$ cat src/uyvy_pkg.sv
// ----------------------------------------------------------------------------
// UYVY converter package
// Shared payload types, color matrix coefficients and output helpers.
// ----------------------------------------------------------------------------
package uyvy_pkg;

  localparam int unsigned PIX_W    = 8;
  localparam int unsigned RGB565_W = 16;
  // Width of the chroma terms once the products are scaled down by 256.
  localparam int unsigned TERM_W   = 10;
  // Width of a channel before clamping: luma plus a chroma term.
  localparam int unsigned SUM_W    = 11;
  // Product of a signed 9-bit chroma by a 9-bit positive coefficient.
  localparam int unsigned PROD_W   = 18;

  localparam logic [PIX_W-1:0] CHROMA_OFFSET = 8'd128;
  localparam logic [PIX_W-1:0] COEF_RV       = 8'd103;
  localparam logic [PIX_W-1:0] COEF_GU       = 8'd88;
  localparam logic [PIX_W-1:0] COEF_GV       = 8'd183;
  localparam logic [PIX_W-1:0] COEF_BU       = 8'd198;
  localparam logic [PIX_W-1:0] CHAN_MAX      = 8'd255;

  typedef struct packed {
    logic [PIX_W-1:0] chroma_u;
    logic [PIX_W-1:0] luma_first;
    logic [PIX_W-1:0] chroma_v;
    logic [PIX_W-1:0] luma_second;
    logic             frame_end_in;
  } uyvy_in_t;

  typedef struct packed {
    logic [PIX_W-1:0]    red_first;
    logic [PIX_W-1:0]    green_first;
    logic [PIX_W-1:0]    blue_first;
    logic [RGB565_W-1:0] packed_first;
    logic [PIX_W-1:0]    red_second;
    logic [PIX_W-1:0]    green_second;
    logic [PIX_W-1:0]    blue_second;
    logic [RGB565_W-1:0] packed_second;
    logic                frame_end_out;
  } uyvy_out_t;

  // Fields that ride along the chroma pipeline unchanged.
  typedef struct packed {
    logic [PIX_W-1:0] luma_first;
    logic [PIX_W-1:0] luma_second;
    logic             frame_end;
  } uyvy_side_t;

  // Chroma contributions shared by both pixels of a macropixel.
  typedef struct packed {
    logic signed [TERM_W-1:0] red_term;
    logic signed [TERM_W-1:0] green_term;
    logic signed [TERM_W-1:0] blue_term;
  } uyvy_chroma_t;

  function automatic logic [PIX_W-1:0] clamp_chan(input logic signed [SUM_W-1:0] x);
    logic [PIX_W-1:0] res;
    if (x < 0) begin
      res = '0;
    end else if (x > $signed({3'b000, CHAN_MAX})) begin
      res = CHAN_MAX;
    end else begin
      res = x[PIX_W-1:0];
    end
    return res;
  endfunction

  function automatic logic [RGB565_W-1:0] pack_565(input logic [PIX_W-1:0] r,
                                                  input logic [PIX_W-1:0] g,
                                                  input logic [PIX_W-1:0] b);
    return {r[7:3], g[7:2], b[7:3]};
  endfunction

endpackage

$ cat src/uyvy_chroma.sv
// ----------------------------------------------------------------------------
// UYVY chroma pipeline
// Two register stages: chroma products, then the scaled chroma terms.
// ----------------------------------------------------------------------------
module uyvy_chroma
  import uyvy_pkg::*;
(
  input  logic             clk,
  input  logic             rst_n,
  input  logic             in_valid,
  input  logic [PIX_W-1:0] in_u,
  input  logic [PIX_W-1:0] in_v,
  input  uyvy_side_t       in_side,
  output logic             out_valid,
  output uyvy_chroma_t     out_chroma,
  output uyvy_side_t       out_side
);

  // Product stage.
  logic                      prod_valid_r;
  logic signed [PIX_W:0]     u_r, v_r;
  logic signed [PROD_W-1:0]  p_rv_r, p_gu_r, p_gv_r, p_bu_r;
  logic signed [PIX_W:0]     u_nxt, v_nxt;
  logic signed [PROD_W-1:0]  p_rv_nxt, p_gu_nxt, p_gv_nxt, p_bu_nxt;
  uyvy_side_t                prod_side_r;

  // Term stage.
  logic                      term_valid_r;
  uyvy_chroma_t              term_r, term_nxt;
  uyvy_side_t                term_side_r;

  always_comb begin
    u_nxt    = $signed({1'b0, in_u}) - $signed({1'b0, CHROMA_OFFSET});
    v_nxt    = $signed({1'b0, in_v}) - $signed({1'b0, CHROMA_OFFSET});
    p_rv_nxt = v_nxt * $signed({1'b0, COEF_RV});
    p_gu_nxt = u_nxt * $signed({1'b0, COEF_GU});
    p_gv_nxt = v_nxt * $signed({1'b0, COEF_GV});
    p_bu_nxt = u_nxt * $signed({1'b0, COEF_BU});
  end

  // Taking the upper bits of a product is a floor division by 256.
  always_comb begin
    term_nxt.red_term   = {v_r[PIX_W], v_r} + p_rv_r[PROD_W-1:8];
    term_nxt.green_term = p_gu_r[PROD_W-1:8] + p_gv_r[PROD_W-1:8];
    term_nxt.blue_term  = {u_r[PIX_W], u_r} + p_bu_r[PROD_W-1:8];
  end

  always_ff @(posedge clk) begin
    if (!rst_n) begin
      prod_valid_r <= 1'b0;
      term_valid_r <= 1'b0;
    end else begin
      prod_valid_r <= in_valid;
      term_valid_r <= prod_valid_r;
    end
  end

  always_ff @(posedge clk) begin
    u_r         <= u_nxt;
    v_r         <= v_nxt;
    p_rv_r      <= p_rv_nxt;
    p_gu_r      <= p_gu_nxt;
    p_gv_r      <= p_gv_nxt;
    p_bu_r      <= p_bu_nxt;
    prod_side_r <= in_side;
    term_r      <= term_nxt;
    term_side_r <= prod_side_r;
  end

  assign out_valid  = term_valid_r;
  assign out_chroma = term_r;
  assign out_side   = term_side_r;

endmodule

$ cat src/uyvy_to_rgb_converter.sv
// ----------------------------------------------------------------------------
// UYVY to RGB converter
// Converts one UYVY macropixel per clock into two RGB888 / RGB565 pixels.
// ----------------------------------------------------------------------------
// Usage: drive one macropixel on in_data and raise start for one cycle; the
// transfer takes place at that rising edge. busy is always low, so a new
// macropixel may be given in every cycle.
// Each transfer yields exactly one result: out_valid is high for one cycle
// with both converted pixels and the copied last-of-frame flag on out_data.
// From the accepting edge, a result passes through the register stages below;
// throughput is one macropixel per cycle.
// The four register stages are: input capture, chroma products, scaled
// chroma terms, and luma add with clamp and RGB565 packing.
// The receiver cannot stall, so nothing is ever held back; results appear
// in the order of the transfers.
// Reset clears all valid bits at once; no result appears for an item still
// in flight when reset is applied.
// ----------------------------------------------------------------------------
module uyvy_to_rgb_converter
  import uyvy_pkg::*;
(
  input  logic      clk,
  input  logic      rst_n,
  input  logic      start,
  output logic      busy,
  input  uyvy_in_t  in_data,
  output logic      out_valid,
  output uyvy_out_t out_data
);

  logic         cap_valid_r;
  uyvy_in_t     cap_r;
  uyvy_side_t   cap_side;

  logic         chr_valid;
  uyvy_chroma_t chr;
  uyvy_side_t   chr_side;

  logic         out_valid_r;
  uyvy_out_t    out_r, out_nxt;

  logic signed [SUM_W-1:0] r0, g0, b0, r1, g1, b1;
  logic signed [SUM_W-1:0] y0, y1, rt, gt, bt;

  assign busy = 1'b0;

  always_ff @(posedge clk) begin
    if (!rst_n) begin
      cap_valid_r <= 1'b0;
      out_valid_r <= 1'b0;
    end else begin
      cap_valid_r <= start && !busy;
      out_valid_r <= chr_valid;
    end
  end

  always_ff @(posedge clk) begin
    cap_r <= in_data;
    out_r <= out_nxt;
  end

  always_comb begin
    cap_side.luma_first  = cap_r.luma_first;
    cap_side.luma_second = cap_r.luma_second;
    cap_side.frame_end   = cap_r.frame_end_in;
  end

  uyvy_chroma u_chroma (
    .clk        (clk),
    .rst_n      (rst_n),
    .in_valid   (cap_valid_r),
    .in_u       (cap_r.chroma_u),
    .in_v       (cap_r.chroma_v),
    .in_side    (cap_side),
    .out_valid  (chr_valid),
    .out_chroma (chr),
    .out_side   (chr_side)
  );

  always_comb begin
    y0 = $signed({3'b000, chr_side.luma_first});
    y1 = $signed({3'b000, chr_side.luma_second});
    rt = {chr.red_term[TERM_W-1], chr.red_term};
    gt = {chr.green_term[TERM_W-1], chr.green_term};
    bt = {chr.blue_term[TERM_W-1], chr.blue_term};
    r0 = y0 + rt;
    g0 = y0 - gt;
    b0 = y0 + bt;
    r1 = y1 + rt;
    g1 = y1 - gt;
    b1 = y1 + bt;

    out_nxt.red_first     = clamp_chan(r0);
    out_nxt.green_first   = clamp_chan(g0);
    out_nxt.blue_first    = clamp_chan(b0);
    out_nxt.packed_first  = pack_565(out_nxt.red_first, out_nxt.green_first,
                                     out_nxt.blue_first);
    out_nxt.red_second    = clamp_chan(r1);
    out_nxt.green_second  = clamp_chan(g1);
    out_nxt.blue_second   = clamp_chan(b1);
    out_nxt.packed_second = pack_565(out_nxt.red_second, out_nxt.green_second,
                                     out_nxt.blue_second);
    out_nxt.frame_end_out = chr_side.frame_end;
  end

  assign out_valid = out_valid_r;
  assign out_data  = out_r;

  // Every transfer produces a result once it has passed through the pipeline.
  a_latency_fwd: assert property (@(posedge clk) disable iff (!rst_n)
    (start && !busy) |-> ##4 out_valid)
    else $error("transfer did not produce a result after four cycles");

  // No result appears without a matching transfer made while out of reset.
  a_latency_bwd: assert property (@(posedge clk) disable iff (!rst_n)
    out_valid |-> ($past(start, 4) && $past(rst_n, 4)))
    else $error("result without a matching transfer");

  // The packed word of the first pixel agrees with its 8-bit channels.
  a_pack_first: assert property (@(posedge clk) disable iff (!rst_n)
    out_valid |-> (out_data.packed_first[15:11] == out_data.red_first[7:3] &&
                   out_data.packed_first[10:5] == out_data.green_first[7:2] &&
                   out_data.packed_first[4:0] == out_data.blue_first[7:3]))
    else $error("RGB565 word of first pixel disagrees with its channels");

  // The frame flag reaches the output together with the result of its transfer.
  a_frame_end: assert property (@(posedge clk) disable iff (!rst_n)
    (start && !busy) |-> ##4 (out_data.frame_end_out == $past(in_data.frame_end_in, 4)))
    else $error("last-of-frame flag not carried through");

endmodule

$ cat config.mk
export PLATFORM = sky130hd
export DESIGN_NAME = uyvy_to_rgb_converter
export DESIGN_NICKNAME = d
export VERILOG_FILES = /design/src/uyvy_pkg.sv /design/src/uyvy_chroma.sv /design/src/uyvy_to_rgb_converter.sv
export SDC_FILE = /design/constraint.sdc
export NUM_CORES = 1
export LEC_CHECK = 0
export BUFFER_PORTS_ARGS = -buffer_cell sky130_fd_sc_hd__buf_2
export CORE_MARGIN = 5
export CORE_UTILIZATION = 50
export DETAILED_ROUTE_END_ITERATION = 12
export GPL_TIMING_DRIVEN = 0
export PLACE_DENSITY = 0.83
export SETUP_SLACK_MARGIN = 0.3
export SYNTH_ARGS = -nofsm -noshare
export SYNTH_HDL_FRONTEND = slang
export SYNTH_HIERARCHICAL = 1
export SYNTH_SLANG_ARGS = --single-unit
$ cat constraint.sdc
create_clock -name clk -period 4.65 [get_ports clk]
set_clock_uncertainty 0.2 [all_clocks]
set_input_delay 0.2325 -clock clk [delete_from_list [all_inputs] [get_ports clk]]
set_output_delay 0.2325 -clock clk [all_outputs]
set_load 0.01 [all_outputs]
==> results.toml, run 1 <==
[status]
outcome = "complete, no violations"

[synthesis]
synth-main-ff-cell = "dfxtp_1"
syn_avg_cell_area_sq_um = 9.75
synth.yosys.seq_area_share_pct = 32.0
synthAdderAreaFrac_pct = 28.3
synth_warnings = 6
yosys.area_share.simple_pct = 9.18
synth_nets = 1596
synth_compound_area_share_pct = 15.7
synth_top_cell_by_area = "dfxtp_1"
synthMuxAreaShare_pct = 0.157
synth_cell_types = 84
synth_top_family_by_area = "adder cells"
synthXorXnorAreaFrac_pct = 6.45
synth.top_cell.area_share_pct = 32.0
postSynthCellCount = 1310
synth_area_sq_mm = 0.0128
ys_top_cells_by_area = "dfxtp_1, ha_1, fa_1"
synth_edf_count = 0
ys_ff_latch = 204
ys_async_sr_fraction_pct = 0

[setup_path]
crit_family = "adder cells"
start_kind = "flop"
worst-path-buf-inv = 2
end_kind = "flop"
crit_type = "flop to flop"
cpMostUsedCell = "fa_1"
crit_path_max_fanout = 7
cp.required_ns = 4.84
slowest_delay_ns = 0.53
cp_cell_sequence = "ha_1 > inv_1 > fa_1 > fa_1 > fa_1 > inv_1 > ha_1 > a21o_1 > a211o_1 > or2_4 > a21oi_2 > nor3b_1 > o21a_1"
critPathArrivalTime_ns = 4.41
slowest_stage = "fa_1"

[global_route]
antenna_found_initial = 0
grt_pass1_wl_mm = 45.5
overflow = 0
grt.total_usage_pct = 18.8
grt_pass1_vias = 9737
grt_max_degree = 15

[placed_design]
portBuffers = 117
hpwl_mm = 20.7
placed_area_sq_mm = 0.0138
place.gp.congestion = 0.917
placed_cells = 1757

[final_layout]
fin_util_pct = 59.9
area_delta_synth_final_pct = 18.2
drive_above_1_share_pct = 16.8
fin_cells = 1845
final_cell_area_sq_mm = 0.0151
nets = 1788
diodes = 0

[floorplan]
die-width_um = 170
dieHeight_um = 170
initial_utilization_pct = 50.7
io_pins = 119
core_sq_mm = 0.0252
rows = 58
dieArea_sq_mm = 0.0288

[routing]
viasPerCell = 5.24
via_count = 9666
drtIter0Drc = 382
drtAntennaViolNets = 0
drt_pass1_iterations = 5
drc_errors = 0
routedWlPerCell_um = 14.9
wirelength_mm = 27.5

[cts]
cts_tree = "built"
clock-sinks = 204
cts_buffers = 23
clkTransAtPathRegs_ns = 0.06
clk_latency_ns = 0.50
clockBufferDepth = 3
htree_num_levels = 1
cts-root-buf = "clkbuf_16"

[sta]
slew_violations = 0
finalSetupViolations = 0
min_period_ns = 4.22
hold_viol_final = 0
tightestPinTransition_ns = 0.576
fin_crit_sh_pct = 90.8
rsz0062_at_grt = "yes"
fmax_mhz = 237
slew_headroom_pct = 61.4

[power_and_ir_drop]
power.total_uw = 10200
peakVddDrop_uv = 415
pwr_density_cell_mw_per_mm2 = 675
p_leak_uw = 0.00736

[flow_run]
cap_violations = 0

[min_path]
hold_class = "flop to flop"
cell type report:
class                      count  area (sq um)
fill                        1944         10100
multi-input combinational    861          7740
sequential                   204          4110
timing repair buffer         167          1050
inverter                     200           759
clock buffer                  26           587
tap                          330           413
buffer                        45           295
clock inverter                12           135
layout by cell type, fill, tap and decap left out, types with 5 or more instances in the layout:
cell type        n
or3_1            6
clkbuf_16       23
nand2_1         45
ha_1           182
xor2_1          30
o21ai_0         38
nand2b_1        10
o21bai_1         8
xnor2_1         63
a21oi_1         77
inv_1          197
nor2_1          58
a21boi_1         5
fa_1            64
nand3_1         15
or4_1            5
dfxtp_1        195
nand4_1          6
dfxtp_4          6
dlygate4sd3_1   36
nor2b_1         14
and2_1          12
clkbuf_1        12
a21oi_2          8
o211ai_1         8
buf_2          119
buf_4           47
o21ai_1         11
a21o_1          35
a221o_1          5
and3_1          11
a211oi_1        11
nor3_1          20
o21a_1           8
path summary, 6_finish.rpt:
kind,startpoint,to,slack [ns],cells past startpoint
worst max-delay path,cap_r[9],u_chroma/p_rv_r[15],0.43,13
worst min-delay path,cap_r[23],u_chroma/prod_side_r[15],0.13,0
worst max register to register,cap_r[9],u_chroma/p_rv_r[15],0.43,13
worst min register to register,cap_r[23],u_chroma/prod_side_r[15],0.13,0
where the power goes:
part	total (uW)	leakage [uW]	switching [uW]	internal, uW
Sequential	2650	0.00172	291	2360
Combinational	5820	0.00528	3190	2630
Clock	1730	0.000353	701	1020
Yosys cell counts, drive strengths merged, types with 6 or more instances:
cell	count
nand2b	10
a211oi	14
dfxtp	204
nand3	15
or3	6
nand4	6
a221oi	6
o21a	8
inv	199
o21ai	50
a21oi	86
ha	186
xor2	31
xnor2	63
nor2b	14
nand2	45
o21bai	8
o311ai	7
o211ai	9
clkbuf	9
a21boi	8
nor2	59
buf	36
and3	12
nor3	20
and2	12
fa	64
a21o	35
metal layers:
layer | vias up | share of wire, % | routed length, um | track usage, %
met5 | - | 0 | 0 | 0
met4 | 0 | 3.0 | 825 | 5.78
met3 | 61 | 5.5 | 1520 | 2.42
met2 | 254 | 50 | 13700 | 34.3
met1 | 4529 | 42 | 11500 | 22.9
li1 | 4822 | - | - | -
cell families after synthesis:
family / Yosys count
AO/OA/AOI/OAI: 287
adder cells (fa/ha/maj): 250
buffers and inverters: 245
AND/OR/NAND/NOR: 227
flip-flops: 204
XOR/XNOR: 94
multiplexers: 2
other: 1
registers in the layout, summed over array words and instances (netlist names), 7 cells and up:
| register | count |
|---|---|
| out_data | 49 |
| cap_r | 33 |
| u_chroma/out_chroma | 30 |
| u_chroma/out_side | 17 |
| u_chroma/prod_side_r | 17 |
| u_chroma/p_gv_r | 11 |
| u_chroma/p_bu_r | 10 |
| u_chroma/p_gu_r | 9 |
| u_chroma/p_rv_r | 9 |
| u_chroma/u_r | 8 |
| u_chroma/v_r | 7 |
per-stage QoR:
stage,setup slack (ns),hold slack (ns),TNS (ns)
global placement,-0.0887,0.111,-0.165
detailed placement,-0.116,0.112,-0.311
finish,0.427,0.126,0
CTS,0.312,0.120,0
floorplan,0.385,0.0602,0
global route,0.233,0.133,0
what timing repair did:
item	4_1_cts	5_1_grt
endpoints found under the setup margin	11	10
hold buffers	36	0
hold endpoints to repair	37	0
buffers inserted	2	12
gates resized for setup	9	19
gates cloned	0	0
pin swaps	0	5
Note: power is estimated with default switching activity, not from simulation.
==> run 2: changes to the inputs <==
--- a/config.mk
+++ b/config.mk
@@ -5,12 +5,14 @@
 export SDC_FILE = /design/constraint.sdc
 export NUM_CORES = 1
 export LEC_CHECK = 0
+export ABC_AREA = 1
 export BUFFER_PORTS_ARGS = -buffer_cell sky130_fd_sc_hd__buf_2
 export CORE_MARGIN = 5
 export CORE_UTILIZATION = 50
+export CTS_CLUSTER_SIZE = 16
 export DETAILED_ROUTE_END_ITERATION = 12
 export GPL_TIMING_DRIVEN = 0
-export PLACE_DENSITY = 0.83
+export PLACE_DENSITY = 0.82
 export SETUP_SLACK_MARGIN = 0.3
 export SYNTH_ARGS = -nofsm -noshare
 export SYNTH_HDL_FRONTEND = slang
==> run 2 against run 1 <==
Power up 0.25%. Flip-flop and latch count is the same. Sequential share of layout area down 1.6 points. Count of clock-buffer cells in the layout increased by 3. Combinational power hardly changed. Via count up 15%. Critical path type unchanged.
==> results.toml, run 2 <==
[cts]
cts_tree = "built"
clock-sinks = 204
cts_buffers = 22
clk_latency_ns = 0.49
clockBufferDepth = 3
clkTransAtPathRegs_ns = 0.06
htree_num_levels = 1
cts-root-buf = "clkbuf_16"

[setup_path]
slowest_delay_ns = 0.54
critPathArrivalTime_ns = 4.33
start_kind = "flop"
end_kind = "flop"
rr_worst_depth = 16
timing.rr.end = "u_chroma/p_gv_r[13]"
worstSetupStartpoint = "cap_r[16]"
crit_type = "flop to flop"
slowest_stage = "fa_1"
cp_cell_sequence = "buf_8 > clkinv_8 > ha_4 > xor2_2 > fa_1 > inv_1 > fa_1 > fa_1 > inv_1 > ha_1 > a21o_1 > a21oi_1 > nand2_1 > nand2_1 > nand2_1 > xor2_1"
cp.required_ns = 4.82
timing.rr.start = "cap_r[16]"
crit_path_max_fanout = 15
rrSetupSlack_ns = 0.49

[power_and_ir_drop]
p_leak_uw = 0.00884
peakVddDrop_uv = 276
power.total_uw = 10200
pwr_density_cell_mw_per_mm2 = 640

[sta]
slew_headroom_pct = 65.5
finalSetupViolations = 0
fmax_mhz = 240
min_period_ns = 4.16
slew_violations = 0
fin_crit_sh_pct = 89.5
hold_ws_ns = 0.126
rsz0062_at_grt = "no"
fin_setup_tns_ns = 0
hold_viol_final = 0
tightestPinTransition_ns = 0.517

[min_path]
hold_depth = 0
min_from = "cap_r[20]"
hold_class = "flop to flop"
whs_endpoint = "u_chroma/prod_side_r[12]"

[placed_design]
place.gp.congestion = 0.900
hpwl_mm = 23.2
portBuffers = 117
placed_cells = 2200

[routing]
viasPerCell = 4.87
wirelength_mm = 29.1
drt_pass1_iterations = 6
via_count = 11100
routedWlPerCell_um = 12.7
drc_errors = 0
drtAntennaViolNets = 0
drtIter0Drc = 763

[final_layout]
n_fill_cell = 2328
drive_above_1_share_pct = 12.4
fin_cells = 2285
layout_commonest_cell = "nand2_1"
fin_util_pct = 59.2
area_delta_synth_final_pct = 16.4
diodes = 0
final_cell_mix = "nand2_1, inv_1, dfxtp_1"
nets = 2214
largest_reg_flops = 49

[synthesis]
synth_top_cell_by_area = "dfxtp_1"
ys_top_cells_by_area = "dfxtp_1, ha_1, nand2_1"
synth_area_sq_mm = 0.0137
synth_edf_count = 0
ys_async_sr_fraction_pct = 0
synth.top_cell.area_share_pct = 29.8
synth_common_cells = "nand2_1, inv_1, dfxtp_1"
synth-main-ff-cell = "dfxtp_1"
synth_cell_types = 39
synth_warnings = 6
postSynthCellCount = 1742
synth_nets = 2028
ys_ff_latch = 204
synth.yosys.seq_area_share_pct = 29.8
syn_avg_cell_area_sq_um = 7.87
synth.most_common_cell = "nand2_1"

[floorplan]
dieArea_sq_mm = 0.0308
dieHeight_um = 176
io_pins = 119
core_sq_mm = 0.0270
die-width_um = 176
rows = 60
initial_utilization_pct = 50.9

[global_route]
grt_max_degree = 16
grt.total_usage_pct = 19.0
antenna_found_initial = 0
grt_pass1_vias = 10900
overflow = 0
grt_pass1_wl_mm = 49.8

[status]
outcome = "complete, no violations"

[flow_run]
cap_violations = 0
run 2: cell types whose count changed after synthesis, moves of 16 or more:
cell / change
nand3_1: +120
xor2_1: +19
a21o_1: -24
a21oi_1: -16
o21ai_0: -25
nand2_1: +362
nor3_1: -18
inv_1: +139
xnor2_1: -37
nor2_1: +58
run 2: through the flow:
stage | instance area (sq um) | worst slack (ns)
final | 16000 | 0.489
after global placement | 14700 | 0.0299
after floorplan | 13700 | 0.461
after global routing | 16000 | 0.306
after detailed placement | 14700 | 0.0107
after CTS | 15900 | 0.301
run 2: critical path, delay by kind of cell, from the launching register on:
family	cells	cell delay [ns]
buffers and inverters	4	0.37
xor gates and xnor gates	2	0.33
and+or+nand+nor	3	0.32
DFF	1	0.37
adders and majority gates	5	2.12
AOI/OAI and AO/OA	2	0.33
run 2: repair_timing:
action                                  in CTS  in global routing
endpoints found under the setup margin       9                  9
hold buffers                                36                  0
setup buffers                                0                  9
hold endpoints to repair                    37                  0
resized for setup                            5                  8
run 2: kinds of logic (layout without fill, tap and decap cells):
logic type | count (synthesis) | after routing | share of synthesized area (%)
and+or+nand+nor | 710 | 710 | 22.3
buffers and inverters | 379 | 581 | 11.5
adders and majority gates | 250 | 250 | 26.3
DFF | 204 | 204 | 29.8
AOI/OAI and AO/OA | 122 | 122 | 5.23
xor gates and xnor gates | 76 | 76 | 4.86
other | 1 | 1 | 0.0274
run 2: power by group:
part / internal (uW) / total, uW / switching, uW
combinational: 2340 / 5790 / 3450
sequential: 2350 / 2680 / 329
clock: 1060 / 1750 / 686
total: 5750 / 10200 / 4470
run 2: cell type report:
type                       count  area (sq um)  share of cell area, %
clock inverter                11           105                  0.659
inverter                     342          1300                   8.16
sequential                   204          4090                   25.7
buffer                        37           292                   1.83
clock buffer                  29           658                   4.12
multi-input combinational   1159          8070                   50.6
tap                          341           427                   2.67
timing repair buffer         162          1010                   6.34
run 2: how the worst max path moves through the flow:
stage | end | depth (start not counted) | slack, ns
2_1_floorplan | u_chroma/p_gv_r[13] | 16 | 0.46
3_3_place_gp | u_chroma/p_gv_r[13] | 15 | 0.03
3_5_place_dp | u_chroma/p_gv_r[13] | 15 | 0.01
4_1_cts | u_chroma/p_gv_r[13] | 16 | 0.30
5_1_grt | u_chroma/p_gv_r[13] | 16 | 0.31
6_report | u_chroma/p_gv_r[13] | 16 | 0.49
run 2: per-layer routing:
layer | vias to the layer above | global-route usage [%] | part of all wire (%)
met5 | - | 0 | 0
met2 | 302 | 33.5 | 48
met3 | 49 | 2.54 | 5.0
met4 | 0 | 5.33 | 2.8
met1 | 5009 | 24.3 | 44
li1 | 5764 | - | -
==> run 3: changes to the inputs <==
--- a/config.mk
+++ b/config.mk
@@ -6,7 +6,7 @@
 export NUM_CORES = 1
 export LEC_CHECK = 0
 export ABC_AREA = 1
-export BUFFER_PORTS_ARGS = -buffer_cell sky130_fd_sc_hd__buf_2
+export BUFFER_PORTS_ARGS = -buffer_cell sky130_fd_sc_hd__buf_4
 export CORE_MARGIN = 5
 export CORE_UTILIZATION = 50
 export CTS_CLUSTER_SIZE = 16
==> run 3 against run 2 <==
Cell count hardly changed. Critical path type unchanged. Critical endpoint unchanged. Core utilization is 1.1 points higher. First-iteration DRC count is 15% lower. Global-route usage is 0.25 points lower. Largest power group unchanged. Wire length is 0.20% higher. Setup slack better by 0.0083 ns. Critical path depth stayed put. Flip-flop and latch count stayed put. Combinational power is 3.6% higher. Register-to-register slack hardly changed.
==> results.toml, run 3 (same netlist as run 2, synthesis figures left out) <==
[sta]
finalSetupViolations = 0
tightestPinTransition_ns = 0.521
min_period_ns = 4.15
rsz0062_at_grt = "no"
slew_violations = 0
fin_ws_ns = 0.498
fmax_mhz = 241
hold_viol_final = 0
slew_headroom_pct = 65.3
fin_crit_sh_pct = 89.3

[cts]
clkTransAtPathRegs_ns = 0.06
cts_buffers = 23
cts_tree = "built"
cts-root-buf = "clkbuf_16"
htree_num_levels = 1
clockBufferDepth = 3
clock-sinks = 204
clk_latency_ns = 0.50

[routing]
drtIter0Drc = 645
via_count = 11100
drtAntennaViolNets = 0
drt_pass1_iterations = 6
wirelength_mm = 29.1
drc_errors = 0
routedWlPerCell_um = 12.7
viasPerCell = 4.87

[setup_path]
start_kind = "flop"
crit_type = "flop to flop"
cp.required_ns = 4.83
end_kind = "flop"
timing.rr.start = "cap_r[16]"
crit_path_max_fanout = 15
critPathArrivalTime_ns = 4.33
worstSetupStartpoint = "cap_r[16]"

[power_and_ir_drop]
pwr_density_cell_mw_per_mm2 = 640
peakVddDrop_uv = 265
p_leak_uw = 0.00895

[placed_design]
place.gp.congestion = 0.901
hpwl_mm = 23.4
portBuffers = 117
place_ws_ns = -0.0240

[final_layout]
seq_area_sq_mm = 0.00409
n_fill_cell = 2260
drive_above_1_share_pct = 12.4
final_cell_mix = "nand2_1, inv_1, dfxtp_1"
area_delta_synth_final_pct = 18.5
multi_input_comb_area_sq_mm = 0.00808
diodes = 0
largest_reg_flops = 49
nets = 2217
fin_util_pct = 60.3
layout_commonest_cell = "nand2_1"

[floorplan]
core_sq_mm = 0.0270
die-width_um = 176
initial_utilization_pct = 50.9
rows = 60
io_pins = 119
dieArea_sq_mm = 0.0308
dieHeight_um = 176

[status]
outcome = "complete, no violations"

[min_path]
min_from = "cap_r[19]"
hold_class = "flop to flop"

[global_route]
grt_pass1_wl_mm = 49.0
antenna_found_initial = 0
grt_pass1_vias = 10800
overflow = 0
grt_max_degree = 16
grt.total_usage_pct = 18.7

[flow_run]
cap_violations = 0
## run 3: cell types whose count changed in the layout (fill, tap and decap cells not counted), sizes merged
cell	delta
buf	+2
clkinv	+2
clkinvlp	-1
inv	-1
## run 3: layer usage
layer	part of all wire, %	global-route usage (%)
met3	5.2	2.91
met1	44	23.7
met2	48	32.6
met4	3.2	6.34
met5	0	0
## run 3: path summary, 6_finish.rpt
path / end / cells after the start / slack (ns)
worst min register to register: u_chroma/prod_side_r[11] / 0 / 0.12
worst min-delay path: u_chroma/prod_side_r[11] / 0 / 0.12
worst max register to register: u_chroma/p_gv_r[13] / 16 / 0.50
worst max-delay path: u_chroma/p_gv_r[13] / 16 / 0.50
## run 3: where the power goes
part           total [uW]  switching, uW  leakage, uW  internal, uW
clock                1710            688     0.000356          1020
sequential           2690            340      0.00172          2350
combinational        6000           3460      0.00687          2540
## run 3: through the flow
stage | setup TNS [ns] | cell area, sq um | total power, uW | hold slack, ns | std cells
after global routing | 0 | 16200 | 11400 | 0.130 | 2287
after global placement | 0 | 15000 | 8420 | 0.110 | 2200
after floorplan | 0 | 13700 | 7000 | 0.0602 | 1742
after CTS | 0 | 16100 | 10400 | 0.125 | 2276
after detailed placement | -0.0240 | 15000 | 8610 | 0.112 | 2200
final | 0 | 16200 | 10400 | 0.124 | 2287
## run 3: layout make-up
type	count	share of cell area, %
Multi-Input combinational cell	1159	49.7
Sequential cell	204	25.2
Timing Repair Buffer	164	8.13
Inverter	342	8.02
Clock buffer	29	3.87
Tap cell	341	2.63
Buffer	37	1.79
Clock inverter	11	0.639
## run 3: worst max-delay path, cell delays in order (launching register included)
cell     delay, ns
dfxtp_4       0.38
buf_8         0.17
inv_12        0.08
ha_4          0.26
xor2_4        0.19
fa_1          0.51
inv_1         0.05
fa_1          0.46
fa_1          0.54
inv_1         0.04
ha_1          0.35
a21o_1        0.22
a21oi_1       0.12
nand2_1       0.11
nand2_2       0.10
nand2_1       0.08
xor2_1        0.14
## run 3: what timing repair did
item | 4_1_cts | 5_1_grt
hold buffers | 36 | 0
buffers inserted | 0 | 11
resized for setup | 8 | 8
endpoints found under the setup margin | 9 | 6
pin swaps | 0 | 1
endpoints found under the hold margin | 37 | 0
